File: src/rtl/core/pal_pkg.sv
// shared types, codes and defaults for the positional array list
package pal_pkg;

    localparam int CAPACITY_DEF = 64;
    localparam int ELEM_W_DEF   = 32;

    localparam int REQ_W = 3;
    localparam int POS_W = 7;
    localparam int VAL_W = 32;
    localparam int STS_W = 2;
    localparam int CNT_W = 7;

    typedef enum logic [REQ_W-1:0] {
        REQ_CLEAR   = 3'd0,
        REQ_INSERT  = 3'd1,
        REQ_DEL_POS = 3'd2,
        REQ_SEARCH  = 3'd3,
        REQ_DEL_VAL = 3'd4
    } t_req_type;

    typedef enum logic [STS_W-1:0] {
        STS_DONE      = 2'd0,
        STS_BAD_POS   = 2'd1,
        STS_FULL      = 2'd2,
        STS_NOT_FOUND = 2'd3
    } t_status;

    typedef enum logic [1:0] {
        S_IDLE,
        S_TAG,
        S_GATHER,
        S_APPLY
    } t_state;

    typedef enum logic [2:0] {
        CO_HOLD,
        CO_TAG_POS,
        CO_TAG_VAL,
        CO_GATHER,
        CO_INSERT,
        CO_REMOVE
    } t_cell_op;

endpackage

File: src/rtl/core/pal_cell.sv
// one list cell: holds an entry, shifts with its neighbors, joins the match gather
module pal_cell #(
    parameter int CAPACITY      = pal_pkg::CAPACITY_DEF,
    parameter int ELEMENT_WIDTH = pal_pkg::ELEM_W_DEF,
    parameter int CELL_IDX      = 0
) (
    input  logic                      i_clk,
    input  pal_pkg::t_cell_op         i_op,
    input  logic [ELEMENT_WIDTH-1:0]  i_key,
    input  logic [$clog2(CAPACITY+1) > pal_pkg::POS_W ?
                  $clog2(CAPACITY+1) : pal_pkg::POS_W:0] i_sel,
    input  logic [$clog2(CAPACITY+1) > pal_pkg::POS_W ?
                  $clog2(CAPACITY+1) : pal_pkg::POS_W:0] i_count,
    input  logic [ELEMENT_WIDTH-1:0]  i_prev,
    input  logic [ELEMENT_WIDTH-1:0]  i_next,
    input  logic                      i_far_hit,
    input  logic [ELEMENT_WIDTH-1:0]  i_far_val,
    input  logic [$clog2(CAPACITY)-1:0] i_far_idx,
    output logic [ELEMENT_WIDTH-1:0]  o_elem,
    output logic                      o_hit,
    output logic [ELEMENT_WIDTH-1:0]  o_val,
    output logic [$clog2(CAPACITY)-1:0] o_idx
);
    localparam int CW   = $clog2(CAPACITY+1);
    localparam int CMPW = (CW > pal_pkg::POS_W ? CW : pal_pkg::POS_W) + 1;
    localparam int IW   = $clog2(CAPACITY);
    localparam logic [CMPW-1:0] MY_IDX = CMPW'(CELL_IDX);

    logic [ELEMENT_WIDTH-1:0] r_elem;
    logic                     r_hit;
    logic [ELEMENT_WIDTH-1:0] r_val;
    logic [IW-1:0]            r_idx;
    logic                     w_active;

    assign w_active = MY_IDX < i_count;

    always_ff @(posedge i_clk) begin
        case (i_op)
            pal_pkg::CO_TAG_POS: begin
                r_hit <= w_active && (MY_IDX == i_sel);
                r_val <= r_elem;
                r_idx <= IW'(CELL_IDX);
            end
            pal_pkg::CO_TAG_VAL: begin
                r_hit <= w_active && (r_elem == i_key);
                r_val <= r_elem;
                r_idx <= IW'(CELL_IDX);
            end
            pal_pkg::CO_GATHER: begin
                // lower index wins: only take the far record when nothing held here
                if (!r_hit && i_far_hit) begin
                    r_hit <= 1'b1;
                    r_val <= i_far_val;
                    r_idx <= i_far_idx;
                end
            end
            pal_pkg::CO_INSERT: begin
                if (MY_IDX > i_sel) begin
                    r_elem <= i_prev;
                end else if (MY_IDX == i_sel) begin
                    r_elem <= i_key;
                end
            end
            pal_pkg::CO_REMOVE: begin
                if (MY_IDX >= i_sel) begin
                    r_elem <= i_next;
                end
            end
            default: begin
            end
        endcase
    end

    assign o_elem = r_elem;
    assign o_hit  = r_hit;
    assign o_val  = r_val;
    assign o_idx  = r_idx;

endmodule

File: config.mk
export PLATFORM = sky130hd
export DESIGN_NAME = pal_cell
export DESIGN_NICKNAME = d
export VERILOG_FILES = /design/src/rtl/core/pal_pkg.sv /design/src/rtl/core/pal_cell.sv
export SDC_FILE = /design/constraint.sdc
export NUM_CORES = 1
export LEC_CHECK = 0
export BUFFER_PORTS_ARGS = -buffer_cell sky130_fd_sc_hd__buf_2
export CAP_MARGIN = 20
export CORE_UTILIZATION = 29
export DETAILED_ROUTE_END_ITERATION = 8
export SLEW_MARGIN = 5
export SYNTH_ARGS = -nofsm -noshare
export SYNTH_HDL_FRONTEND = slang
export SYNTH_SLANG_ARGS = --single-unit
File: constraint.sdc
create_clock -name i_clk -period 3.84 [get_ports i_clk]
set_input_delay 0 -clock i_clk [delete_from_list [all_inputs] [get_ports i_clk]]
set_output_delay 0 -clock i_clk [all_outputs]
set_load 0.1 [all_outputs]
Word-level counts from Yosys, hierarchy flattened. Cells that the tools add are included.

Word-level logic and storage cells: 38. Output and inout bits: 71. Bits of input ports: 155. Flip-flop bits (word level): 71.

Reductions and logical operators: 12. Order comparisons: 3. Multiplexer cells: 10. Eq/ne operators: 9.

Operator list (count): 32-bit two-way mux (4); 32-bit one-hot mux with 2 select lines (2); 32-bit equality test (1); 6-bit one-hot mux with 2 select lines (1); 1-bit by 8-bit >= comparator with 1-bit output (first input constant) (1); 1-bit by 8-bit > comparator with 1-bit output (first input constant) (1); 8-bit zero test (1); 1-bit by 8-bit < comparator with 1-bit output (first input constant) (1); 3-bit by 2-bit equality test with 1-bit output (second input constant) (2); 3-bit equality test (second input constant) (2); 6-bit two-way mux (1); 2-bit != test (second input constant) (2); 2-bit AND reduction (2); 2-bit nonzero test (2); 3-bit by 1-bit equality test with 1-bit output (second input constant) (1); 1-bit logical AND (3); 3-bit != test (second input constant) (1); 1-bit one-hot mux with 3 select lines (1); 3-bit AND reduction (1); 3-bit nonzero test (1); 2-bit OR reduction (1); 1-bit zero test (1); 1-bit two-way mux (1).

Longest topological paths before layout. Gate-level depths: netlist of the first run.

Word-level depth: 4. Mapped depth: 6. Mapped depth without buffers: 5.

Least setup slack after synthesis of the first run. OpenSTA, ideal clock, no wires.

Path kind: register -> register. Start point: reg r_hit, in the netlist o_hit. End point: reg r_hit, in the netlist o_hit (enable). Slack: 574 ps. Cell stages (with the launch flop): 4. Arrival time: 2830 ps. Cells stage by stage: edfxtp_1 -> o211ai_1 -> o21ai_0 -> nor2_1.

Cells in the longest elaborated chain, start to end: 4.

RTL lines: start: declaration (RTL line pal_cell.sv:30) `logic r_hit;`; start signal: assignment (RTL line pal_cell.sv:40) `r_hit <= w_active && (MY_IDX == i_sel);`; start signal: assignment (RTL line pal_cell.sv:45) `r_hit <= w_active && (r_elem == i_key);`; 1-bit zero test (RTL line pal_cell.sv:51) `if (!r_hit && i_far_hit) begin`; 1-bit logical AND (RTL line pal_cell.sv:51); 2-bit != test (no line); 2-bit AND reduction (no line).

Every way passes these cells. A chain may end at the register's enable or synchronous reset.

Worst setup path after layout of the first run.
Start point: in i_op[1]. End point: reg r_elem[5], in the netlist o_elem[5] (data pin).

Cells in the longest elaborated chain, start to end: 2.

RTL lines: start: declaration (RTL line pal_cell.sv:8) `input pal_pkg::t_cell_op i_op,`; 3-bit equality test (RTL line pal_cell.sv:38) `case (i_op)`; 32-bit one-hot mux with 2 select lines (*) (RTL line pal_cell.sv:38); end signal: assignment (RTL line pal_cell.sv:59) `r_elem <= i_prev;`; end signal: assignment (RTL line pal_cell.sv:61) `r_elem <= i_key;`; end signal: assignment (RTL line pal_cell.sv:66) `r_elem <= i_next;`; end: declaration (RTL line pal_cell.sv:29) `logic [ELEMENT_WIDTH-1:0] r_elem;`.

Mark *: on every way between the ends. The rest lies on a longest branch, timed or not.

==> flow_summary.toml, run 1 <==
[place]
port_buffers = 193
placement.setup.worst_slack_ns = 1.840
gp_congestion = 0.6622
detailedPlacementHpwl_mm = 6.420

[drt]
detail-route-antenna-nets = 0
drt_wl_total_mm = 9.701
route.detailed.vias_per_inst = 4.438
drc = 0
route.vias.total = 2907
initialDrtViolationCount = 64
detail_route.first_pass.iterations = 4
routed_wire_length_per_instance_um = 14.81

[worst_setup_path]
cp-start-kind = "input port"
timing.critical_path.fanout_max = 32
cp-end-kind = "flop"
crit_arrival_ns = 2.14
critPathLaunch = "i_op[1]"
worst_r2r_startpoint = "o_hit"
worstSetupPathType = "input port to flop"
worst-endpoint-required_ns = 3.92

[floorplan]
floorplan.rows = 39
core_area_um2 = 11470
start_util = 0.2991
chipWidth_um = 110.7
area_enclosed_by_the_die_boundary_um2 = 12260
die_h_um = 110.7
io_pins = 226

[cts]
clkSinkCount = 71
clkSlewWorstSetupHoldPaths_ns = 0.06
cts.repair_timing.setup_buffer_count = 0
clock_tree.buffer_depth = 2
ctsRootBufferMaster = "sky130_fd_sc_hd__clkbuf_16"
worst_skew_pair.late_latency_ns = 0.33
clock_tree_from_tritoncts = "done"
cts_made_buffers = 9
cts_htree_levels = 3

[synth]
yosys.area.top_type_share = 0.6217
seq_area_frac_synth = 0.6217
synth_cells = 208
netlist.top_cell.by_area = "sky130_fd_sc_hd__edfxtp_1"
netlist_area_um2 = 3430
synth-warning-count = 0
syn_area_per_cell_um2 = 16.49
synth.top_cells.by_area = "sky130_fd_sc_hd__edfxtp_1 62%, sky130_fd_sc_hd__mux2_2 21%, sky130_fd_sc_hd__xnor2_1 4.1%"
postSynthRegisterBits = 71
synth.distinct_cells = 22
synth_nets = 363

[grt]
number_of_global_route_vias_before_repair = 3092
maximum_number_of_pins_on_one_net_before_global_route_repair = 33
grt_pass1_wl_mm = 15.54
total_overflow_reported_by_the_global_router = 0
grt_antenna_before_repair = 0
global_route.usage.total = 0.1648

[worst_hold_path]
min_path_type = "input port to flop"
worstHoldStart = "i_key[16]"

[cells_and_area]
layout.core_utilization = 0.5163
layout.area.seq_um2 = 2132
multi_input_comb_area_um2 = 1224
drive_above_1_share = 0.5449
layout.nets = 662
areaGrowthSynthToFinish_pct = 72.64
num_antenna_cells = 0
nFillCells = 998

[sta]
timing.final.crit_share = 0.5360
timing.max_slew.rel_slack = 0.3476
timing.setup.tns_ns = 0
setup_viol = 0
min_clock_period_post_route_ns = 2.058
rsz0062_at_grt = "false"
finalWorstSetupSlack_ns = 1.782
achievable-frequency_ghz = 0.4859
final_hold_viol_count = 0
fin_worst_hold_slack_ns = 0.02176
worst_clock_skew_ns = 0.005873
drv_slew = 0
timing_worst_slew_pin_value_ns = 0.9733

[power_and_ir_drop]
p_per_area_nw_per_um2 = 400.9
total_power_mw = 2.374
power_leakage_nw = 2.455
worst_ir_drop_vdd_mv = 0.2533

[status]
outcome = "completed"

[run]
max-cap-violations = 0
==> flip-flops by register name, indices dropped and copies added, names as in the netlist <==
name    cells
o_val      32
o_hit       1
o_idx       6
o_elem     32
==> layout by cell type (no fill, tap or decap), types with 2 or more instances in the layout <==
cell type	synthesis	layout
sky130_fd_sc_hd__nand4_1	5	5
sky130_fd_sc_hd__dlygate4sd3_1	0	100
sky130_fd_sc_hd__buf_2	0	193
sky130_fd_sc_hd__bufinv_16	0	5
sky130_fd_sc_hd__edfxtp_1	71	71
sky130_fd_sc_hd__nor4_1	8	8
sky130_fd_sc_hd__o21ai_0	2	2
sky130_fd_sc_hd__inv_1	2	2
sky130_fd_sc_hd__xnor2_1	16	16
sky130_fd_sc_hd__and2_1	6	6
sky130_fd_sc_hd__clkbuf_16	0	9
sky130_fd_sc_hd__nor2_4	0	2
sky130_fd_sc_hd__mux2_2	64	64
sky130_fd_sc_hd__xor2_1	16	16
sky130_fd_sc_hd__nor3_1	2	2
==> repair_timing <==
action | in CTS | in global routing
gates resized for setup | 0 | 0
endpoints found under the setup margin | 0 | 0
hold endpoints to repair | 70 | 0
hold buffers | 100 | 0
==> kinds of logic after synthesis <==
kind of cell / count (synthesis) / synth area share
simple gates: 28 / 0.05363
buf+inv: 9 / 0.02517
flops: 71 / 0.6217
mux: 64 / 0.2101
compound gates: 4 / 0.007663
xor+xnor: 32 / 0.08172
==> worst paths after layout <==
kind	cells after the start	to	slack, ns
worst min-delay path	2	o_elem[16]	0.02
worst min register to register	1	o_val[13]	0.63
worst max-delay path	4	o_elem[5]	1.78
worst max register to register	4	o_val[22]	1.90
==> critical path, stage by stage <==
cell and delay [ns]:
sky130_fd_sc_hd__buf_2 0.13, sky130_fd_sc_hd__nand3b_2 0.84, sky130_fd_sc_hd__mux2_2 0.57, sky130_fd_sc_hd__dlygate4sd3_1 0.57
==> metal layers <==
metal  vias to the layer above  GRT usage  part of all wire  routed length (um)
met3                        14    0.04210             0.059                 574
li1                       1403          -                 -                   -
met2                       122     0.2870              0.50                4888
met4                         0    0.06933             0.018                 170
met1                      1368     0.1916              0.42                4067
met5                         -          0                 0                   0
==> synthesized netlist by cell type, drive strengths merged <==
master	instances
a41oi	1
and2	6
and4b	1
buf	4
clkbuf	3
edfxtp	71
inv	2
mux2	64
nand2	1
nand2b	1
nand3	1
nand3b	1
nand4	5
nor2	2
nor3	2
nor4	8
o211ai	1
o21ai	2
xnor2	16
xor2	16
==> final cells by class <==
cell class	instances	area share
sequential	71	0.3601
timing repair buffer	295	0.3369
clock buffer	9	0.03804
multi-input combinational	128	0.2067
tap	143	0.03022
inverter	2	0.001268
clock inverter	7	0.02684
==> stage by stage <==
step / std cells / area [um^2]
floorplan: 208 / 3430
global route: 655 / 5921
CTS: 655 / 5921
finish: 655 / 5921
detailed placement: 539 / 4536
global placement: 538 / 4516
==> power by group <==
group          total (mW)  switching (mW)  internal, mW
Clock                1.08           0.313         0.762
Sequential          0.884         0.00542         0.879
Combinational       0.414           0.236         0.178
(Power assumes the default switching activity.)
==> run 2, diff against run 1 <==
==> constraint.sdc (replaced) <==
create_clock -name i_clk -period 1.76 [get_ports i_clk]
set_input_delay 0 -clock i_clk [delete_from_list [all_inputs] [get_ports i_clk]]
set_output_delay 0 -clock i_clk [all_outputs]
set_load 0.1 [all_outputs]
==> flow_summary.toml, run 2 (synthesis gave the netlist of run 1 again) <==
[floorplan]
die_h_um = 110.7
core_area_um2 = 11470
chipWidth_um = 110.7
area_enclosed_by_the_die_boundary_um2 = 12260
start_util = 0.2991
io_pins = 226
floorplan.rows = 39

[grt]
grt_pass1_wl_mm = 15.48
global_route.usage.total = 0.1672
total_overflow_reported_by_the_global_router = 0
maximum_number_of_pins_on_one_net_before_global_route_repair = 40
number_of_global_route_vias_before_repair = 3097
grt_antenna_before_repair = 0

[cells_and_area]
drive_above_1_share = 0.5573
layout.core_utilization = 0.5111
areaGrowthSynthToFinish_pct = 70.89
num_antenna_cells = 0
layout.nets = 665
commonest_cells_after_routing_fill_and_taps_aside = "193 x sky130_fd_sc_hd__buf_2, 95 x sky130_fd_sc_hd__dlygate4sd3_1, 71 x sky130_fd_sc_hd__edfxtp_1, 64 x sky130_fd_sc_hd__mux2_2"
stdcell_count = 658
stdcell_area_um2 = 5861
nFillCells = 1010
mostFrequentLayoutCell = "sky130_fd_sc_hd__buf_2"

[sta]
min_clock_period_post_route_ns = 1.592
achievable-frequency_ghz = 0.6281
timing.setup.tns_ns = 0
finalWorstSetupSlack_ns = 0.1680
rsz0062_at_grt = "false"
fin_worst_hold_slack_ns = 0.009220
drv_slew = 0
timing.final.crit_share = 0.9045
setup_viol = 0
timing.max_slew.rel_slack = 0.5872
worst_clock_skew_ns = 0.003970
timing_worst_slew_pin_value_ns = 0.6135
final_hold_viol_count = 0

[worst_setup_path]
timing.critical_path.fanout_max = 3
crit_arrival_ns = 1.78
cpPeakStageDelay_ns = 0.41
worst_r2r_endpoint = "o_hit"
worstSetupPathType = "flop to flop"
cells_on_worst_reg2reg_path = 5
worst_path_most_repeated_cell = "sky130_fd_sc_hd__nand4_1"
worst_r2r_startpoint = "o_elem[3]"
cp-end-kind = "flop"
crit_path_cell_trace = "xnor2_1, nand4_1, nor4_1, nand4_1, o21ai_1"
cpMaxStageDelayCell = "sky130_fd_sc_hd__edfxtp_1"
reg2reg_slack_ns = 0.17
worst-endpoint-required_ns = 1.95
cp-start-kind = "flop"

[cts]
worst_skew_pair.late_latency_ns = 0.33
clkSlewWorstSetupHoldPaths_ns = 0.06
clkSinkCount = 71
cts_htree_levels = 3
clock_tree_from_tritoncts = "done"
cts.repair_timing.setup_buffer_count = 0
clock_tree.buffer_depth = 2
ctsRootBufferMaster = "sky130_fd_sc_hd__clkbuf_16"
cts.hold.buffers_added = 95
cts_made_buffers = 9
cts_resized = 0

[worst_hold_path]
min_path_type = "input port to flop"
whs_path_depth = 2
worstHoldStart = "i_key[20]"
hold_end = "o_elem[20]"

[power_and_ir_drop]
p_per_area_nw_per_um2 = 787.3
total_power_mw = 4.614
worst_ir_drop_vdd_mv = 0.4826
power_leakage_nw = 2.432

[place]
detailedPlacementHpwl_mm = 6.783
gp_congestion = 0.7200
postPlaceCellArea_um2 = 4621
port_buffers = 193
placement.setup.worst_slack_ns = 0.1035
dp_cells = 547

[drt]
detail-route-antenna-nets = 0
drt_wl_total_mm = 9.972
route.detailed.vias_per_inst = 4.362
drc = 0
initialDrtViolationCount = 68
detail_route.first_pass.iterations = 6
routed_wire_length_per_instance_um = 15.16
route.vias.total = 2870

[run]
max-cap-violations = 0

[status]
outcome = "completed"
run 2: cell type report:
cell class / instances / area [um^2] / share of cell area
timing repair buffer: 298 / 2029 / 0.3463
sequential: 71 / 2132 / 0.3638
inverter: 2 / 7.507 / 0.001281
clock buffer: 9 / 225.2 / 0.03843
tap: 143 / 178.9 / 0.03053
clock inverter: 7 / 63.81 / 0.01089
multi-input combinational: 128 / 1224 / 0.2088
run 2: metal layers:
metal,GRT usage,wire length (um),vias up
li1,-,-,1405
met2,0.3002,5074,126
met4,0.07200,169,0
met5,0,0,-
met3,0.03499,539,12
met1,0.1910,4190,1327
run 2: how the worst max path moves through the flow:
| stage | from | end | slack, ns | depth (start not counted) |
|---|---|---|---|---|
| after floorplan | o_hit | o_hit | -0.45 | 3 |
| after global placement | i_sel[7] | o_elem[7] | 0.18 | 5 |
| after detailed placement | o_elem[3] | o_hit | 0.10 | 5 |
| after CTS | o_elem[3] | o_hit | 0.09 | 5 |
| after global routing | o_elem[3] | o_hit | 0.06 | 5 |
| final | o_elem[3] | o_hit | 0.17 | 5 |
run 2: critical path, delay by kind of cell, from the launching register on:
family           cells  cell delay, ns
AND/OR/NAND/NOR      3            0.64
XOR/XNOR             1            0.27
AO/OA/AOI/OAI        1            0.13
flip-flops           1            0.41
run 2: power breakdown:
part / switching [mW] / internal (mW)
combinational: 0.517 / 0.389
sequential: 0.0116 / 1.92
clock: 0.697 / 1.08
total: 1.23 / 3.39
